--- src/rtl/bkc_pkg.sv ---
// ----------------------------------------------------------------------------
// bkc_pkg
// shared constants and types of the block keyed byte stream cipher
// ----------------------------------------------------------------------------
package bkc_pkg;

  // bytes per key block
  localparam int BLOCK_BYTES = 512;

  // byte position counter width and its last value
  localparam int                POS_W    = $clog2(BLOCK_BYTES);
  localparam logic [POS_W-1:0]  POS_LAST = POS_W'(BLOCK_BYTES - 1);

  // key seed pattern at each block start
  localparam logic [15:0] SEED_XOR = 16'h484A;

  // block position status handed to the key logic
  typedef struct packed {
    logic        seed;       // first byte of a block, key gets reseeded
    logic [15:0] block_num;  // block number that applies to this byte
  } pos_status_t;

endpackage

--- src/rtl/bkc_pos.sv ---
// ----------------------------------------------------------------------------
// bkc_pos
// byte position and block number counters
// ----------------------------------------------------------------------------
module bkc_pos
  import bkc_pkg::*;
(
  input  logic        clk,
  input  logic        rst_n,
  input  logic        adv,        // one byte processed this cycle
  input  logic        sos,        // start of stream flag of that byte
  output pos_status_t status
);

  logic [POS_W-1:0] pos_r, pos_nxt;
  logic [15:0]      block_r, block_nxt;
  logic [POS_W-1:0] pos_eff;
  logic [15:0]      block_eff;

  // start of stream clears both counters before the byte
  assign pos_eff   = sos ? '0 : pos_r;
  assign block_eff = sos ? '0 : block_r;

  assign status = '{seed: (pos_eff == '0), block_num: block_eff};

  always_comb begin
    pos_nxt   = pos_r;
    block_nxt = block_r;
    if (adv) begin
      if (pos_eff == POS_LAST) begin
        pos_nxt   = '0;
        block_nxt = block_eff + 16'd1;
      end else begin
        pos_nxt   = pos_eff + POS_W'(1);
        block_nxt = block_eff;
      end
    end
  end

  always_ff @(posedge clk) begin
    if (!rst_n) begin
      pos_r   <= '0;
      block_r <= '0;
    end else begin
      pos_r   <= pos_nxt;
      block_r <= block_nxt;
    end
  end

  a_pos_range : assert property (@(posedge clk) disable iff (!rst_n)
    pos_r <= POS_LAST)
    else $error("byte position beyond block end");

  a_sos_clear : assert property (@(posedge clk) disable iff (!rst_n)
    (adv && sos) |=> (pos_r == POS_W'(1)) && (block_r == 16'd0))
    else $error("start of stream did not restart the counters");

endmodule

--- src/rtl/bkc_keygen.sv ---
// ----------------------------------------------------------------------------
// bkc_keygen
// keystream selection, byte xor and next key computation
// ----------------------------------------------------------------------------
module bkc_keygen
  import bkc_pkg::*;
(
  input  logic [15:0]  key_in,
  input  pos_status_t  status,
  input  logic [7:0]   data_byte,
  input  logic         decode_mode,
  output logic [7:0]   out_byte,
  output logic [15:0]  key_out
);

  logic [15:0] key_cur;
  logic [7:0]  ks;
  logic [7:0]  cbyte;
  logic [15:0] k;        // upper half of the 32 bit feedback word
  logic        x31, x30, x26, x25, x23;

  assign key_cur = status.seed ? (status.block_num ^ SEED_XOR) : key_in;

  assign ks = {key_cur[14], key_cur[12], key_cur[11], key_cur[9],
               key_cur[7],  key_cur[6],  key_cur[1],  key_cur[0]};

  assign out_byte = data_byte ^ ks;
  assign cbyte    = decode_mode ? data_byte : out_byte;

  assign k = {cbyte, 8'h00} ^ key_cur;

  // suffix xors of the word, only the bits used below
  assign x31 = k[15];
  assign x30 = ^k[15:14];
  assign x26 = ^k[15:10];
  assign x25 = ^k[15:9];
  assign x23 = ^k[15:7];

  assign key_out = {x23,
                    k[6], k[5], k[4], k[3], k[2],
                    k[1] ^ x31, k[0] ^ x30,
                    k[14] ^ k[13], k[13] ^ k[12], k[12] ^ k[11],
                    k[11] ^ k[10], k[10] ^ k[9], k[9] ^ k[8],
                    k[9] ^ x26, k[8] ^ x25};

endmodule

--- src/rtl/block_keyed_byte_stream_cipher.sv ---
// ----------------------------------------------------------------------------
// block_keyed_byte_stream_cipher
// byte stream cipher with block keyed seed and ciphertext feedback
// ----------------------------------------------------------------------------
// Each input byte is XORed with a keystream byte taken from a 16-bit running
// key, and the key is then advanced from the ciphertext byte. The key is
// reseeded as block number XOR 0x484A at the first byte of every block of
// BLOCK_BYTES bytes, and a byte with start_of_stream set restarts block and
// byte counting before it is processed. One byte is taken per clock while
// out_stall is low: a byte is held in the input register, the key update and
// output XOR are combinational XOR logic, and the result lands in the output
// register, which drives out_valid; throughput is one byte per cycle while
// out_stall is low. The input stalls only while the output register holds
// an untaken byte and a second byte waits in the input register. decode_mode
// (written through the cfg port, always ready) picks the feedback source and
// must only change while idle.
// ----------------------------------------------------------------------------
module block_keyed_byte_stream_cipher
  import bkc_pkg::*;
(
  input  logic       clk,
  input  logic       rst_n,
  // input byte channel
  input  logic       in_valid,
  output logic       in_stall,
  input  logic [7:0] in_data_byte,
  input  logic       in_start_of_stream,
  // result channel
  output logic       out_valid,
  input  logic       out_stall,
  output logic [7:0] out_byte,
  // configuration write channel
  input  logic       cfg_valid,
  output logic       cfg_ready,
  input  logic       cfg_decode_mode
);

  // input register
  logic        s1_vld_r, s1_vld_nxt;
  logic [7:0]  s1_data_r;
  logic        s1_sos_r;

  // output register
  logic        out_vld_r, out_vld_nxt;
  logic [7:0]  out_byte_r;

  // running key and mode
  logic [15:0] key_r;
  logic        decode_mode_r;

  logic        adv;        // input register byte moves to output register
  logic        in_xfer;    // input transfer
  logic        out_xfer;   // result transfer
  pos_status_t pos_status;
  logic [7:0]  calc_byte;
  logic [15:0] key_next;

  assign out_xfer = out_vld_r && !out_stall;
  assign adv      = s1_vld_r && (!out_vld_r || !out_stall);
  // input register frees up when its byte moves on
  assign in_stall = s1_vld_r && !adv;
  assign in_xfer  = in_valid && !in_stall;

  assign cfg_ready = 1'b1;

  assign out_valid = out_vld_r;
  assign out_byte  = out_byte_r;

  bkc_pos u_pos (
    .clk    (clk),
    .rst_n  (rst_n),
    .adv    (adv),
    .sos    (s1_sos_r),
    .status (pos_status)
  );

  bkc_keygen u_keygen (
    .key_in      (key_r),
    .status      (pos_status),
    .data_byte   (s1_data_r),
    .decode_mode (decode_mode_r),
    .out_byte    (calc_byte),
    .key_out     (key_next)
  );

  always_comb begin
    s1_vld_nxt = s1_vld_r;
    if (in_xfer) begin
      s1_vld_nxt = 1'b1;
    end else if (adv) begin
      s1_vld_nxt = 1'b0;
    end
  end

  always_comb begin
    out_vld_nxt = out_vld_r;
    if (adv) begin
      out_vld_nxt = 1'b1;
    end else if (out_xfer) begin
      out_vld_nxt = 1'b0;
    end
  end

  // control state
  always_ff @(posedge clk) begin
    if (!rst_n) begin
      s1_vld_r      <= 1'b0;
      out_vld_r     <= 1'b0;
      key_r         <= '0;
      decode_mode_r <= 1'b0;
    end else begin
      s1_vld_r  <= s1_vld_nxt;
      out_vld_r <= out_vld_nxt;
      if (adv) begin
        key_r <= key_next;
      end
      if (cfg_valid && cfg_ready) begin
        decode_mode_r <= cfg_decode_mode;
      end
    end
  end

  // payload registers
  always_ff @(posedge clk) begin
    if (in_xfer) begin
      s1_data_r <= in_data_byte;
      s1_sos_r  <= in_start_of_stream;
    end
    if (adv) begin
      out_byte_r <= calc_byte;
    end
  end

  a_adv_fills_out : assert property (@(posedge clk) disable iff (!rst_n)
    adv |=> out_vld_r)
    else $error("processed byte did not reach the output register");

  a_s1_hold : assert property (@(posedge clk) disable iff (!rst_n)
    (s1_vld_r && !adv) |=> s1_vld_r && $stable(s1_data_r) && $stable(s1_sos_r))
    else $error("waiting input byte was lost or changed");

  a_key_hold : assert property (@(posedge clk) disable iff (!rst_n)
    !adv |=> $stable(key_r))
    else $error("key changed without a processed byte");

endmodule

--- config.mk ---
export PLATFORM = sky130hd
export DESIGN_NAME = block_keyed_byte_stream_cipher
export DESIGN_NICKNAME = d
export VERILOG_FILES = /design/src/rtl/bkc_pkg.sv /design/src/rtl/bkc_pos.sv /design/src/rtl/bkc_keygen.sv /design/src/rtl/block_keyed_byte_stream_cipher.sv
export SDC_FILE = /design/constraint.sdc
export NUM_CORES = 1
export LEC_CHECK = 0
export BUFFER_PORTS_ARGS = -buffer_cell sky130_fd_sc_hd__buf_2
export CAP_MARGIN = 20
export CELL_PAD_IN_SITES_DETAIL_PLACEMENT = 1
export CELL_PAD_IN_SITES_GLOBAL_PLACEMENT = 1
export CORE_MARGIN = 2
export CORE_UTILIZATION = 30
export DETAILED_ROUTE_END_ITERATION = 10
export GPL_TIMING_DRIVEN = 0
export PLACE_DENSITY_LB_ADDON = 0.2
export SLEW_MARGIN = 10
export SYNTH_ARGS = -nofsm -noshare
export SYNTH_HDL_FRONTEND = slang
export SYNTH_SLANG_ARGS = --single-unit
--- constraint.sdc ---
create_clock -name clk -period 3.98 [get_ports clk]
set_input_delay 0.199 -clock clk [delete_from_list [all_inputs] [get_ports clk]]
set_output_delay 0.199 -clock clk [all_outputs]
set_load 0.03 [all_outputs]
==> flow_summary_export.csv <==
group,metric,value,unit
timing,fmax,0.2694,GHz
synthesis,yosysSeqAreaShare,40.39,%
critical_path,rr_endpoint,"u_pos.block_r[14]",
synthesis,synth_top_area_share,25.57,%
final_layout,fin_area,4190,sq um
critical_path,setup.worst_path.start,"s1_sos_r",
power_and_ir_drop,p_per_area,405.6,nW/um^2
route,dr.pass1.iters,4,
clock_tree,cts_buffers,9,
floorplan,ioPinCount,26,
synthesis,yosys_warnings,0,
placement,dp.cells,542,
timing,min_period_over_period,93.26,%
critical_path,rr_worst_depth,19,
clock_tree,postCtsHoldBufs,0,
clock_tree,clock_sinks,61,
final_layout,nets,439,
route,drt_iter0_markers,112,
placement,dpl.hpwl,7.212,mm
final_layout,layout-drive-gt1-share,19.06,%
timing,hold_viol_final,0,
synthesis,synth_edf_count,17,
critical_path,path_buf_inv,4,
job,drv_cap,0,
critical_path,path_cells,"buf_8 > buf_6 > nand2b_1 > inv_1 > ha_2 > nor2b_4 > nand3_2 > nor3_4 > and3_4 > ha_1 > clkbuf_4 > nand2_1 > nor4bb_4 > and3_2 > nand2_1 > nor2_2 > nand4_1 > xor2_1 > and2_1",
critical_path,cp-endpoint,"u_pos.block_r[14]",
clock_tree,clk_pin_slew,0.06,ns
timing,drv_slew,0,
final_layout,fin_util,37.01,%
route,wl_per_cell,17.33,um
placement,placed_cell_area,3739,sq um
clock_tree,clk_latency,0.34,ns
critical_path,regToRegSetupSlack,0.27,ns
worst_hold_path,hp-class,"in -> reg",
floorplan,die_area,12360,sq um
grt,grt_max_degree,18,
critical_path,critPathKind,"reg -> reg",
final_layout,area.growth.synth_to_final,21.65,%
floorplan,die_x,111.2,um
synthesis,syn_area_per_cell,9.161,sq um
power_and_ir_drop,ir_drop,0.1877,mV
final_layout,fin_cells,568,
timing,tightest_slew,0.9480,ns
critical_path,cpPeakStageDelay,0.44,ns
synthesis,synth-async-reset-ratio,0,%
run_status,status,"completed",
route,drcViolationCount,0,
route,vias,2834,
synthesis,synthCells,376,
route,ant_nets,0,
floorplan,die_h,111.2,um
critical_path,r2r_start,"s1_sos_r",
critical_path,required,4.20,ns
clock_tree,ctsLongestPathBuffers,2,
synthesis,synth.area.top_cells,"dfxtp_1, edfxtp_1, nand2_1",
critical_path,path_common_cell,"nand2_1",
critical_path,end_kind,"flop",
grt,antenna_found_initial,0,
synthesis,synth_area,3445,sq um
power_and_ir_drop,power.total,1.700,mW
placement,portBuffers,23,
critical_path,crit_slowest_cell,"edfxtp_1",
synthesis,synth_cell_types,58,
synthesis,synth_flop_cell,"dfxtp_1",
floorplan,fp-row-count,39,
synthesis,ys_ff_latch,61,
clock_tree,clock-root-buffer,"clkbuf_16",
floorplan,start_util,30.43,%
grt,grt_pass1_wl,16.09,mm
synthesis,syn_nets,395,
critical_path,cp.arrival,3.94,ns
critical_path,crit_family,"simple AND/OR/NAND/NOR gates",
timing,setup_viol,0,
timing,post-route-min-period,3.712,ns
final_layout,diodes,0,
final_layout,fill_cells,1352,
timing,timing.slew.headroom,36.80,%
synthesis,synth_top_area_cell,"dfxtp_1",
clock_tree,cts_tree,"yes",
route,via_per_inst,4.989,
timing,hold_ws,0.03670,ns
placement,place.gp.congestion,0.7509,
power_and_ir_drop,p_leak,1.662,nW
clock_tree,cts-htree-levels,3,
timing,skew,0.008786,ns
grt,gr-total-overflow,0,
critical_path,worst-path-stages,19,
critical_path,path_max_fanout,10,
timing,rsz0062_at_grt,"no",
final_layout,final_common_cell,"nand2_1",
grt,grt_pass1_vias,2959,
worst_hold_path,holdPathStages,1,
floorplan,core_area,11320,sq um
route,wl,9.842,mm
grt,grt.total_usage,16.84,%
final_layout,layout_common_cells,"nand2_1, dfxtp_1, buf_2, o21ai_0, xnor2_1",
critical_path,cp-start-kind,"flop",
==> cell usage after synthesis, drive strengths merged (5+ instances only) <==
master,count
inv,7
nand2,50
xnor2,22
edfxtp,17
buf,5
nor2,21
nor3,7
a21boi,8
a21oi,14
a22oi,6
and3,8
nor2b,17
o21ai,27
nand3,8
nand2b,8
xor2,21
dfxtp,44
and2,15
clkbuf,15
o211a,5
==> kinds of logic after synthesis <==
| logic type | after synthesis | share of synthesized area [%] |
|---|---|---|
| and+or+nand+nor | 153 | 23.68 |
| other | 1 | 0.1089 |
| adders and majority gates | 4 | 1.453 |
| muxes | 2 | 0.5812 |
| buffers and inverters | 28 | 3.306 |
| xor gates and xnor gates | 47 | 14.60 |
| AOI/OAI and AO/OA | 80 | 15.87 |
| DFF | 61 | 40.39 |
==> worst reg2reg max path: cells and delay by family, from the launching register on <==
family	cells	cell delay, ns
xor gates and xnor gates	1	0.15
and+or+nand+nor	12	2.04
adders and majority gates	2	0.36
DFF	1	0.44
buffers and inverters	4	0.59
==> flip-flops by register name, indices dropped and copies added (netlist names) <==
| signal | cells |
|---|---|
| out_valid | 1 |
| s1_data_r | 8 |
| decode_mode_r | 1 |
| key_r | 16 |
| out_byte | 8 |
| u_pos.pos_r | 9 |
| u_pos.block_r | 16 |
| s1_sos_r | 1 |
| s1_vld_r | 1 |
==> power breakdown <==
group / internal [mW] / total, mW / switching, mW
Clock: 0.482 / 0.773 / 0.292
Sequential: 0.668 / 0.687 / 0.0185
Combinational: 0.103 / 0.240 / 0.137
Total: 1.25 / 1.70 / 0.447
==> stage by stage <==
stage                     setup slack, ns  setup TNS (ns)
final                              0.2683               0
after global routing             0.007270               0
after CTS                         0.03064               0
after detailed placement          -0.8768          -6.217
after global placement            -0.8877          -6.216
after floorplan                    0.2386               0
==> per-layer routing <==
metal	global-route usage [%]	routed length [um]	up-vias
li1	-	-	1399
met1	22.94	4796	1401
met2	27.16	4709	23
met3	2.952	194	11
met4	5.679	141	0
met5	0	0	-
==> timing repair <==
item,4_1_cts,5_1_grt
gates resized for setup,12,13
pin swaps,2,5
setup endpoints to repair,14,8
hold endpoints to repair,0,0
cloned,0,0
setup buffers,4,6
==> how the worst min path moves through the flow <==
stage	endpoint	slack [ns]	from
2_1_floorplan	s1_data_r[0]	0.30	in_data_byte[0]
4_1_cts	s1_data_r[2]	0.03	in_data_byte[2]
3_5_place_dp	s1_data_r[2]	0.38	in_data_byte[2]
6_report	s1_data_r[4]	0.04	in_data_byte[4]
5_1_grt	s1_data_r[4]	0.03	in_data_byte[4]
3_3_place_gp	s1_data_r[3]	0.38	in_data_byte[3]
==> final cells by class <==
class                           instances  area, sq um  share of cell area (%)
Clock inverter                          5        52.55                   1.254
Multi-Input combinational cell        287         2008                   47.92
Buffer                                 20        106.4                   2.538
Timing Repair Buffer                   33        190.2                   4.539
Clock buffer                           11        232.7                   5.554
Sequential cell                        61         1391                   33.20
Inverter                                8        30.03                  0.7166
Tap cell                              143        178.9                   4.270
No activity file was read; power rests on OpenSTA's default activity.
